<file path="src/ssht_pkg.sv">
// Shared types and constants for the sensor slot health tracker.
// Used by every module of the block; depends on nothing else.
package ssht_pkg;

    // Field widths of the input and result items.
    localparam int ACTION_W  = 2;
    localparam int SLOT_W    = 4;
    localparam int STATE_W   = 2;
    localparam int COUNT_W   = 7;
    localparam int READING_W = 12;
    localparam int S_DATA_W  = 24;
    localparam int M_DATA_W  = 32;

    // Default bank size and limits.
    localparam int SLOTS_DEFAULT = 16;
    localparam logic [COUNT_W-1:0] COUNT_MAX   = 7'd127;
    localparam logic [COUNT_W-1:0] LIMIT_RESET = 7'd3;

    // Action codes carried in tuser.
    localparam logic [ACTION_W-1:0] ACT_INIT   = 2'd0;
    localparam logic [ACTION_W-1:0] ACT_START  = 2'd1;
    localparam logic [ACTION_W-1:0] ACT_READ   = 2'd2;
    localparam logic [ACTION_W-1:0] ACT_UNUSED = 2'd3;

    // Identity states of a slot.
    localparam logic [STATE_W-1:0] ID_UNKNOWN = 2'd0;
    localparam logic [STATE_W-1:0] ID_OK      = 2'd1;
    localparam logic [STATE_W-1:0] ID_ABSENT  = 2'd2;

    // Commands from the controller to the datapath.
    typedef struct packed {
        logic capture;  // load the accepted transaction into the input register
        logic commit;   // update the slot record and load the result register
    } dp_cmd_t;

endpackage

</file>
<file path="src/ssht_ctrl.sv">
// Controller of the sensor slot health tracker: handshakes and sequencing.
// Depends on ssht_pkg; drives the datapath through ssht_pkg::dp_cmd_t.
module ssht_ctrl (
    input  logic             aclk,
    input  logic             aresetn,
    input  logic             s_tvalid,
    output logic             s_tready,
    output logic             m_tvalid,
    input  logic             m_tready,
    output ssht_pkg::dp_cmd_t cmd
);

    typedef enum logic [1:0] {
        ST_IDLE = 2'b01,
        ST_EXEC = 2'b10
    } state_t;

    state_t state_reg, state_next;
    logic   out_valid_reg, out_valid_next;
    logic   out_free;

    // The result register can take a new result when empty or being drained.
    assign out_free = !out_valid_reg || m_tready;

    // Sequencing: take one transaction, then process it once the output is free.
    always_comb begin
        state_next  = state_reg;
        cmd.capture = 1'b0;
        cmd.commit  = 1'b0;
        s_tready    = 1'b0;
        unique case (state_reg)
            ST_IDLE: begin
                s_tready = 1'b1;
                if (s_tvalid) begin
                    cmd.capture = 1'b1;
                    state_next  = ST_EXEC;
                end
            end
            ST_EXEC: begin
                if (out_free) begin
                    cmd.commit = 1'b1;
                    state_next = ST_IDLE;
                end
            end
            default: begin
                state_next = ST_IDLE;
            end
        endcase
    end

    // Output valid flag: set by a new result, cleared when the result is taken.
    always_comb begin
        if (cmd.commit) begin
            out_valid_next = 1'b1;
        end else if (m_tready) begin
            out_valid_next = 1'b0;
        end else begin
            out_valid_next = out_valid_reg;
        end
    end

    always_ff @(posedge aclk) begin
        if (!aresetn) begin
            state_reg     <= ST_IDLE;
            out_valid_reg <= 1'b0;
        end else begin
            state_reg     <= state_next;
            out_valid_reg <= out_valid_next;
        end
    end

    assign m_tvalid = out_valid_reg;

endmodule

</file>
<file path="src/ssht_datapath.sv">
// Datapath of the sensor slot health tracker: slot records, update rules,
// error limit register and result register. Depends on ssht_pkg.
module ssht_datapath #(
    parameter int SLOTS = ssht_pkg::SLOTS_DEFAULT
) (
    input  logic                                aclk,
    input  logic                                aresetn,
    input  ssht_pkg::dp_cmd_t                   cmd,
    input  logic [ssht_pkg::S_DATA_W-1:0]       s_tdata,
    input  logic [ssht_pkg::ACTION_W-1:0]       s_tuser,
    input  logic                                cfg_write,
    input  logic [ssht_pkg::COUNT_W-1:0]        cfg_data,
    output logic [ssht_pkg::M_DATA_W-1:0]       m_tdata
);

    localparam int IDX_W = (SLOTS > 1) ? $clog2(SLOTS) : 1;

    // Input register holding the transaction being processed.
    logic [ssht_pkg::ACTION_W-1:0]         action_reg;
    logic [ssht_pkg::SLOT_W-1:0]           slot_reg;
    logic                                  found_reg;
    logic                                  start_ok_reg;
    logic                                  read_ok_reg;
    logic signed [ssht_pkg::READING_W-1:0] reading_reg;

    // Per-slot records and the error limit.
    logic [ssht_pkg::STATE_W-1:0]          id_state_reg [SLOTS];
    logic [ssht_pkg::COUNT_W-1:0]          err_cnt_reg  [SLOTS];
    logic signed [ssht_pkg::READING_W-1:0] stored_reg   [SLOTS];
    logic                                  valid_reg    [SLOTS];
    logic [ssht_pkg::COUNT_W-1:0]          limit_reg;

    logic [ssht_pkg::M_DATA_W-1:0]         result_reg, result_next;

    // Working values of the update.
    logic                                  in_range;
    logic [IDX_W-1:0]                      idx;
    logic [ssht_pkg::STATE_W-1:0]          st_cur, st_new;
    logic [ssht_pkg::COUNT_W-1:0]          cnt_cur, cnt_new;
    logic signed [ssht_pkg::READING_W-1:0] rdg_new;
    logic                                  vld_cur, vld_new;
    logic                                  searched, success, alarm, have_id;

    assign in_range = ({1'b0, slot_reg} < (ssht_pkg::SLOT_W + 1)'(SLOTS));
    assign idx      = slot_reg[IDX_W-1:0];

    // Capture the accepted transaction.
    always_ff @(posedge aclk) begin
        if (cmd.capture) begin
            action_reg   <= s_tuser;
            slot_reg     <= s_tdata[3:0];
            found_reg    <= s_tdata[4];
            start_ok_reg <= s_tdata[5];
            read_ok_reg  <= s_tdata[6];
            reading_reg  <= s_tdata[18:7];
        end
    end

    // Apply the action to the addressed slot's record.
    always_comb begin
        st_cur   = id_state_reg[idx];
        cnt_cur  = err_cnt_reg[idx];
        vld_cur  = valid_reg[idx];
        rdg_new  = stored_reg[idx];
        searched = 1'b0;
        success  = 1'b0;
        alarm    = 1'b0;
        have_id  = 1'b1;

        // Init first clears the record.
        if (action_reg == ssht_pkg::ACT_INIT) begin
            st_cur  = ssht_pkg::ID_UNKNOWN;
            cnt_cur = '0;
            vld_cur = 1'b0;
        end
        st_new  = st_cur;
        cnt_new = cnt_cur;
        vld_new = vld_cur;

        if (action_reg != ssht_pkg::ACT_UNUSED) begin
            // Identity search when asked, when identity is lost, or on too many errors.
            if (action_reg == ssht_pkg::ACT_INIT || st_cur != ssht_pkg::ID_OK ||
                cnt_cur >= limit_reg) begin
                searched = 1'b1;
                st_new   = found_reg ? ssht_pkg::ID_OK : ssht_pkg::ID_ABSENT;
            end
            have_id = !searched || found_reg;

            unique case (action_reg)
                ssht_pkg::ACT_INIT: begin
                    success = found_reg;
                end
                ssht_pkg::ACT_START: begin
                    success = have_id && start_ok_reg;
                end
                default: begin
                    // Read action.
                    if (!have_id) begin
                        vld_new = 1'b0;
                        alarm   = 1'b1;
                    end else if (read_ok_reg) begin
                        cnt_new = '0;
                        rdg_new = reading_reg;
                        vld_new = 1'b1;
                        success = 1'b1;
                    end else begin
                        if (cnt_cur < ssht_pkg::COUNT_MAX) begin
                            cnt_new = cnt_cur + 7'd1;
                        end
                        if (cnt_new > limit_reg) begin
                            vld_new = 1'b0;
                            alarm   = 1'b1;
                        end
                    end
                end
            endcase
        end

        // Result word; a slot outside the bank reports only its number.
        if (in_range) begin
            result_next = {3'b000, alarm, vld_new, rdg_new, cnt_new, st_new,
                           success, searched, slot_reg};
        end else begin
            result_next = {28'd0, slot_reg};
        end
    end

    // Slot records, cleared at reset, written back on commit for a slot inside the bank.
    always_ff @(posedge aclk) begin
        if (!aresetn) begin
            for (int k = 0; k < SLOTS; k++) begin
                id_state_reg[k] <= ssht_pkg::ID_UNKNOWN;
                err_cnt_reg[k]  <= '0;
                stored_reg[k]   <= '0;
                valid_reg[k]    <= 1'b0;
            end
        end else if (cmd.commit && in_range) begin
            id_state_reg[idx] <= st_new;
            err_cnt_reg[idx]  <= cnt_new;
            stored_reg[idx]   <= rdg_new;
            valid_reg[idx]    <= vld_new;
        end
    end

    // Error limit register.
    always_ff @(posedge aclk) begin
        if (!aresetn) begin
            limit_reg <= ssht_pkg::LIMIT_RESET;
        end else if (cfg_write) begin
            limit_reg <= cfg_data;
        end
    end

    // Result register.
    always_ff @(posedge aclk) begin
        if (cmd.commit) begin
            result_reg <= result_next;
        end
    end

    assign m_tdata = result_reg;

endmodule

</file>
<file path="src/sensor_slot_health_tracker.sv">
// Top level of the sensor slot health tracker.
// Depends on ssht_pkg, ssht_ctrl and ssht_datapath.
//
// Usage:
//   The s_ channel carries one request per transaction: tuser holds the
//   action (init, start, read), tdata the slot and the bus outcomes. The m_
//   channel returns exactly one result per request with the slot's record
//   after the update. The user writes the error limit on the cfg_ channel
//   only while the block is idle; the block itself does not enforce this.
//   The cfg_ channel is always ready.
// Operation:
//   A taken request waits in the input register until the output register
//   is free; one read-modify-write then updates the slot record and loads
//   the result. The block holds one request at a time.
// Reset:
//   All slots return to unknown identity, zero errors and an invalid zero
//   reading; the error limit returns to 3. No result is pending.
// Stall:
//   While the receiver holds m_tready low the result stays in place; one
//   further request is taken and then waits until the result is taken.
module sensor_slot_health_tracker #(
    parameter int SLOTS = ssht_pkg::SLOTS_DEFAULT
) (
    input  logic        aclk,
    input  logic        aresetn,
    // Request channel.
    input  logic        s_tvalid,
    output logic        s_tready,
    // tdata: slot[3:0], search_found[4], start_ok[5], read_ok[6],
    //        reading[18:7], zero[23:19]
    input  logic [23:0] s_tdata,
    // tuser: action[1:0]
    input  logic [1:0]  s_tuser,
    // Result channel.
    output logic        m_tvalid,
    input  logic        m_tready,
    // tdata: slot_out[3:0], searched[4], success[5], identity_status[7:6],
    //        fail_count[14:8], held_reading[26:15], reading_valid[27],
    //        sensor_alarm[28], zero[31:29]
    output logic [31:0] m_tdata,
    // Error limit write channel.
    input  logic        cfg_valid,
    output logic        cfg_ready,
    input  logic [6:0]  cfg_data
);

    ssht_pkg::dp_cmd_t cmd;

    assign cfg_ready = 1'b1;

    ssht_ctrl u_ctrl (
        .aclk     (aclk),
        .aresetn  (aresetn),
        .s_tvalid (s_tvalid),
        .s_tready (s_tready),
        .m_tvalid (m_tvalid),
        .m_tready (m_tready),
        .cmd      (cmd)
    );

    ssht_datapath #(
        .SLOTS (SLOTS)
    ) u_datapath (
        .aclk      (aclk),
        .aresetn   (aresetn),
        .cmd       (cmd),
        .s_tdata   (s_tdata),
        .s_tuser   (s_tuser),
        .cfg_write (cfg_valid && cfg_ready),
        .cfg_data  (cfg_data),
        .m_tdata   (m_tdata)
    );

endmodule

</file>
<file path="config.mk">
export PLATFORM = sky130hd
export DESIGN_NAME = sensor_slot_health_tracker
export DESIGN_NICKNAME = d
export VERILOG_FILES = /design/src/ssht_pkg.sv /design/src/ssht_ctrl.sv /design/src/ssht_datapath.sv /design/src/sensor_slot_health_tracker.sv
export SDC_FILE = /design/constraint.sdc
export NUM_CORES = 1
export LEC_CHECK = 0
export BUFFER_PORTS_ARGS = -buffer_cell sky130_fd_sc_hd__buf_2
export CORE_UTILIZATION = 30
export CTS_CLUSTER_SIZE = 8
export DETAILED_ROUTE_END_ITERATION = 8
export GPL_TIMING_DRIVEN = 0
export PLACE_DENSITY_LB_ADDON = 0.2
export SLEW_MARGIN = 20
export SYNTH_ARGS = -nofsm -noshare
export SYNTH_HDL_FRONTEND = slang
export SYNTH_HIERARCHICAL = 1
export SYNTH_SLANG_ARGS = --single-unit
</file>
<file path="constraint.sdc">
create_clock -name aclk -period 10.3 [get_ports aclk]
set_input_delay 0 -clock aclk [delete_from_list [all_inputs] [get_ports aclk]]
set_output_delay 0 -clock aclk [all_outputs]
set_load 0.01 [all_outputs]
</file>
==> impl_results.md <==
* Fraction of registers with async set/reset at 0%
* Number of global-route vias before repair at 11980
* Worst vdd ir at 0.1188 mV
* Final hold vios at 0
* Setup Fix Bufs, Post-CTS at 0
* Critical-path cell list: buf_6, buf_6, mux4_2, a32o_1, nor2_1, ha_1, nand2b_1, a211o_1, a211oi_1, a221o_1, nand3_2, buf_6, mux2i_4, buf_2, nor2_1
* Most used cell, CP: buf_6
* WL final at 57790 µm
* Slowest cell on crit path: mux4_2
* Die Ht at 251.4 µm
* Power per cell area at 190.1 nW/µm²
* FF/Latch Area at 12190 µm²
* Final worst path period share at 51.67%
* Max-cap violation count at 0
* Tot GR Track Use at 18.58%
* Area taken by multi-input logic gates at 5843 µm²
* Hold_buf cts at 40
* Adder-Cell Fraction of Synth Area at 1.006%
* Synthesized area per cell at 14.58 µm²
* CTS sink cnt at 416
* Complex-gate fraction of the synthesized area at 3.059%
* Placement Setup Slack at 5002 ps
* Synth-to-layout area growth at 19.34%
* Outcome: finished clean
* CP max stage delay at 540 ps
* Largest family of logic cells by synthesized area: multiplexers
* FILL cells at 5959
* Commonest cells after routing, fill and taps aside: edfxtp_1, nor2_1, mux4_2
* Relative slew slack at 21.79%
* Share of layout cells above drive strength 1 at 23.46%
* Row cnt at 91
* Buffers & Inverters on Critical Path at 4
* CTS clk-pin slew, worst paths at 50 ps
* Placed wire-length estimate at 38110 µm
* Nets at 1505
* First-pass GRT wire length at 83530 µm
* Leakage at 8.005 nW
* Post-Synth XOR/XNOR Area at 0.1409%
* Tmin final at 5322 ps
* Largest net degree at the start of global routing at 32
* Post-cts sizing count at 0
* Gpl congestion at 0.8389
* Crit-path max FO at 10
* Core area at 61600 µm²
* Final ANT Viol Nets at 0
* Max Root-Sink Buffers at 3
* Gr ovfl total at 0
* Io pins at 73
* Detailed Route Iter0 Violations at 851
* Max reg flops at 192
* Kind of critical path: register to register
* FMAX at 187.9 MHz
* Wire length per cell at 25.00 µm
* Initial antenna violation count at 0
* Synth cell types at 68
* Via count at 11530
* Post-synthesis sequential area ratio at 65.36%
* Port bufs at 62
* Post-DR vias/cell at 4.985
* Worst Skew at 41.41 ps
* Synth Instances at 1279
* Inserted Clock Buffers at 58
* Yosys warns at 6
* Final setup margin at 4978 ps
* Count of state elements after synthesis at 416
* Horiz. Die Dim at 251.4 µm
* Arrival @ worst endpoint at 5620 ps
* CP Capture Type: register
* RSZ-0062 raised after global routing: no
* Mux share of post-synthesis cell area at 15.39%
* H-tree depth at 2
* Synth Area in Simple Gates at 11.39%
* Worst min-delay path category: input pin to register
* Commonest non-fill, non-tap cell in the layout: edfxtp_1
* Post-route DRC at 0
* Die Area at 63180 µm²
* Initial core utilization at 30.28%
* Skew-Pair Late Insertion Delay at 620 ps
* WP data required at 10600 ps
* Antenna cells at 0
* TritonCTS clock tree: yes
* Final setup viols at 0
* Clock root buffer: clkbuf_16
* Drt first pass iters at 8
* Cell Area, Synth at 18650 µm²
* CP startpoint kind: register
* Crit path max-delay family: compound AO/OA/AOI/OAI gates
* Number of flops mapped to enable cells by yosys at 386
* Dominant synthesized flop cell: edfxtp_1
* Worst slew pin tran at 1162 ps
* Final setup TNS at 0 ps
* Fin. max-slew vios at 0
-- worst paths after layout --
kind	from	endpoint	slack [ps]	cells past startpoint
worst max-delay path	register	u_datapath/stored_reg[14][10]	4980	15
worst min-delay path	s_tdata[9]	u_datapath/reading_reg[2]	90	2
worst max register to register	register	u_datapath/stored_reg[14][10]	4980	15
worst min register to register	u_datapath/valid_reg[2]	u_datapath/valid_reg[2]	480	2
-- logic make-up after synthesis --
logic type	count (synthesis)
simple gates	486
flops	416
mux	139
buf+inv	139
compound gates	79
fa+ha+maj	15
xor+xnor	3
other cells	2
-- final cells by class --
class                           instances  area share (%)
Timing Repair Buffer                  111           4.103
Sequential cell                       416           54.76
Clock buffer                           79           6.874
Tap cell                              837           4.704
Inverter                               40          0.6744
Multi-Input combinational cell        726           26.25
Buffer                                 99           2.360
Clock inverter                          4          0.2754
-- power breakdown --
part / internal (mW) / total, mW / switching [mW]
clock: 1.02 / 1.72 / 0.707
sequential: 1.91 / 1.93 / 0.0225
combinational: 0.215 / 0.578 / 0.362
-- cells in the mapped netlist, types with 10 or more instances --
library cell  instances  share of area (%)
ha_1                 15                1.0
nand2_1              45               0.91
nor2b_1              15               0.50
inv_1                40               0.80
mux2i_1              13               0.70
mux2i_4              10                1.2
nor2_1              349                7.0
o21ai_0              22               0.59
dfxtp_1              30                3.2
clkbuf_1             45               0.91
edfxtp_1            386                 62
buf_4                14               0.56
nand3_1              25               0.67
buf_2                31               0.83
mux4_2               99                 12
-- per-layer routing --
metal / share of wire [%] / global-route usage (%) / vias to the layer above
met4: 3.4 / 7.282 / 0
met5: 0 / 0 / -
li1: - / - / 5050
met3: 5.4 / 3.044 / 118
met2: 49 / 31.38 / 377
met1: 42 / 23.80 / 5981
-- through the flow --
step / utilization, % / area [µm²] / total power [mW] / instances / hold slack, ps
finish: 36.14 / 22260 / 4.232 / 2312 / 92.55
CTS: 36.14 / 22260 / 4.276 / 2312 / 57.84
detailed placement: 32.91 / 20270 / 2.533 / 2189 / 179.1
floorplan: - / 18660 / 2.327 / 1281 / 79.99
global placement: 32.50 / 20020 / 2.517 / 2180 / 177.5
global route: 36.14 / 22260 / 4.378 / 2312 / 82.37
No activity file was read; power rests on OpenSTA's default activity.
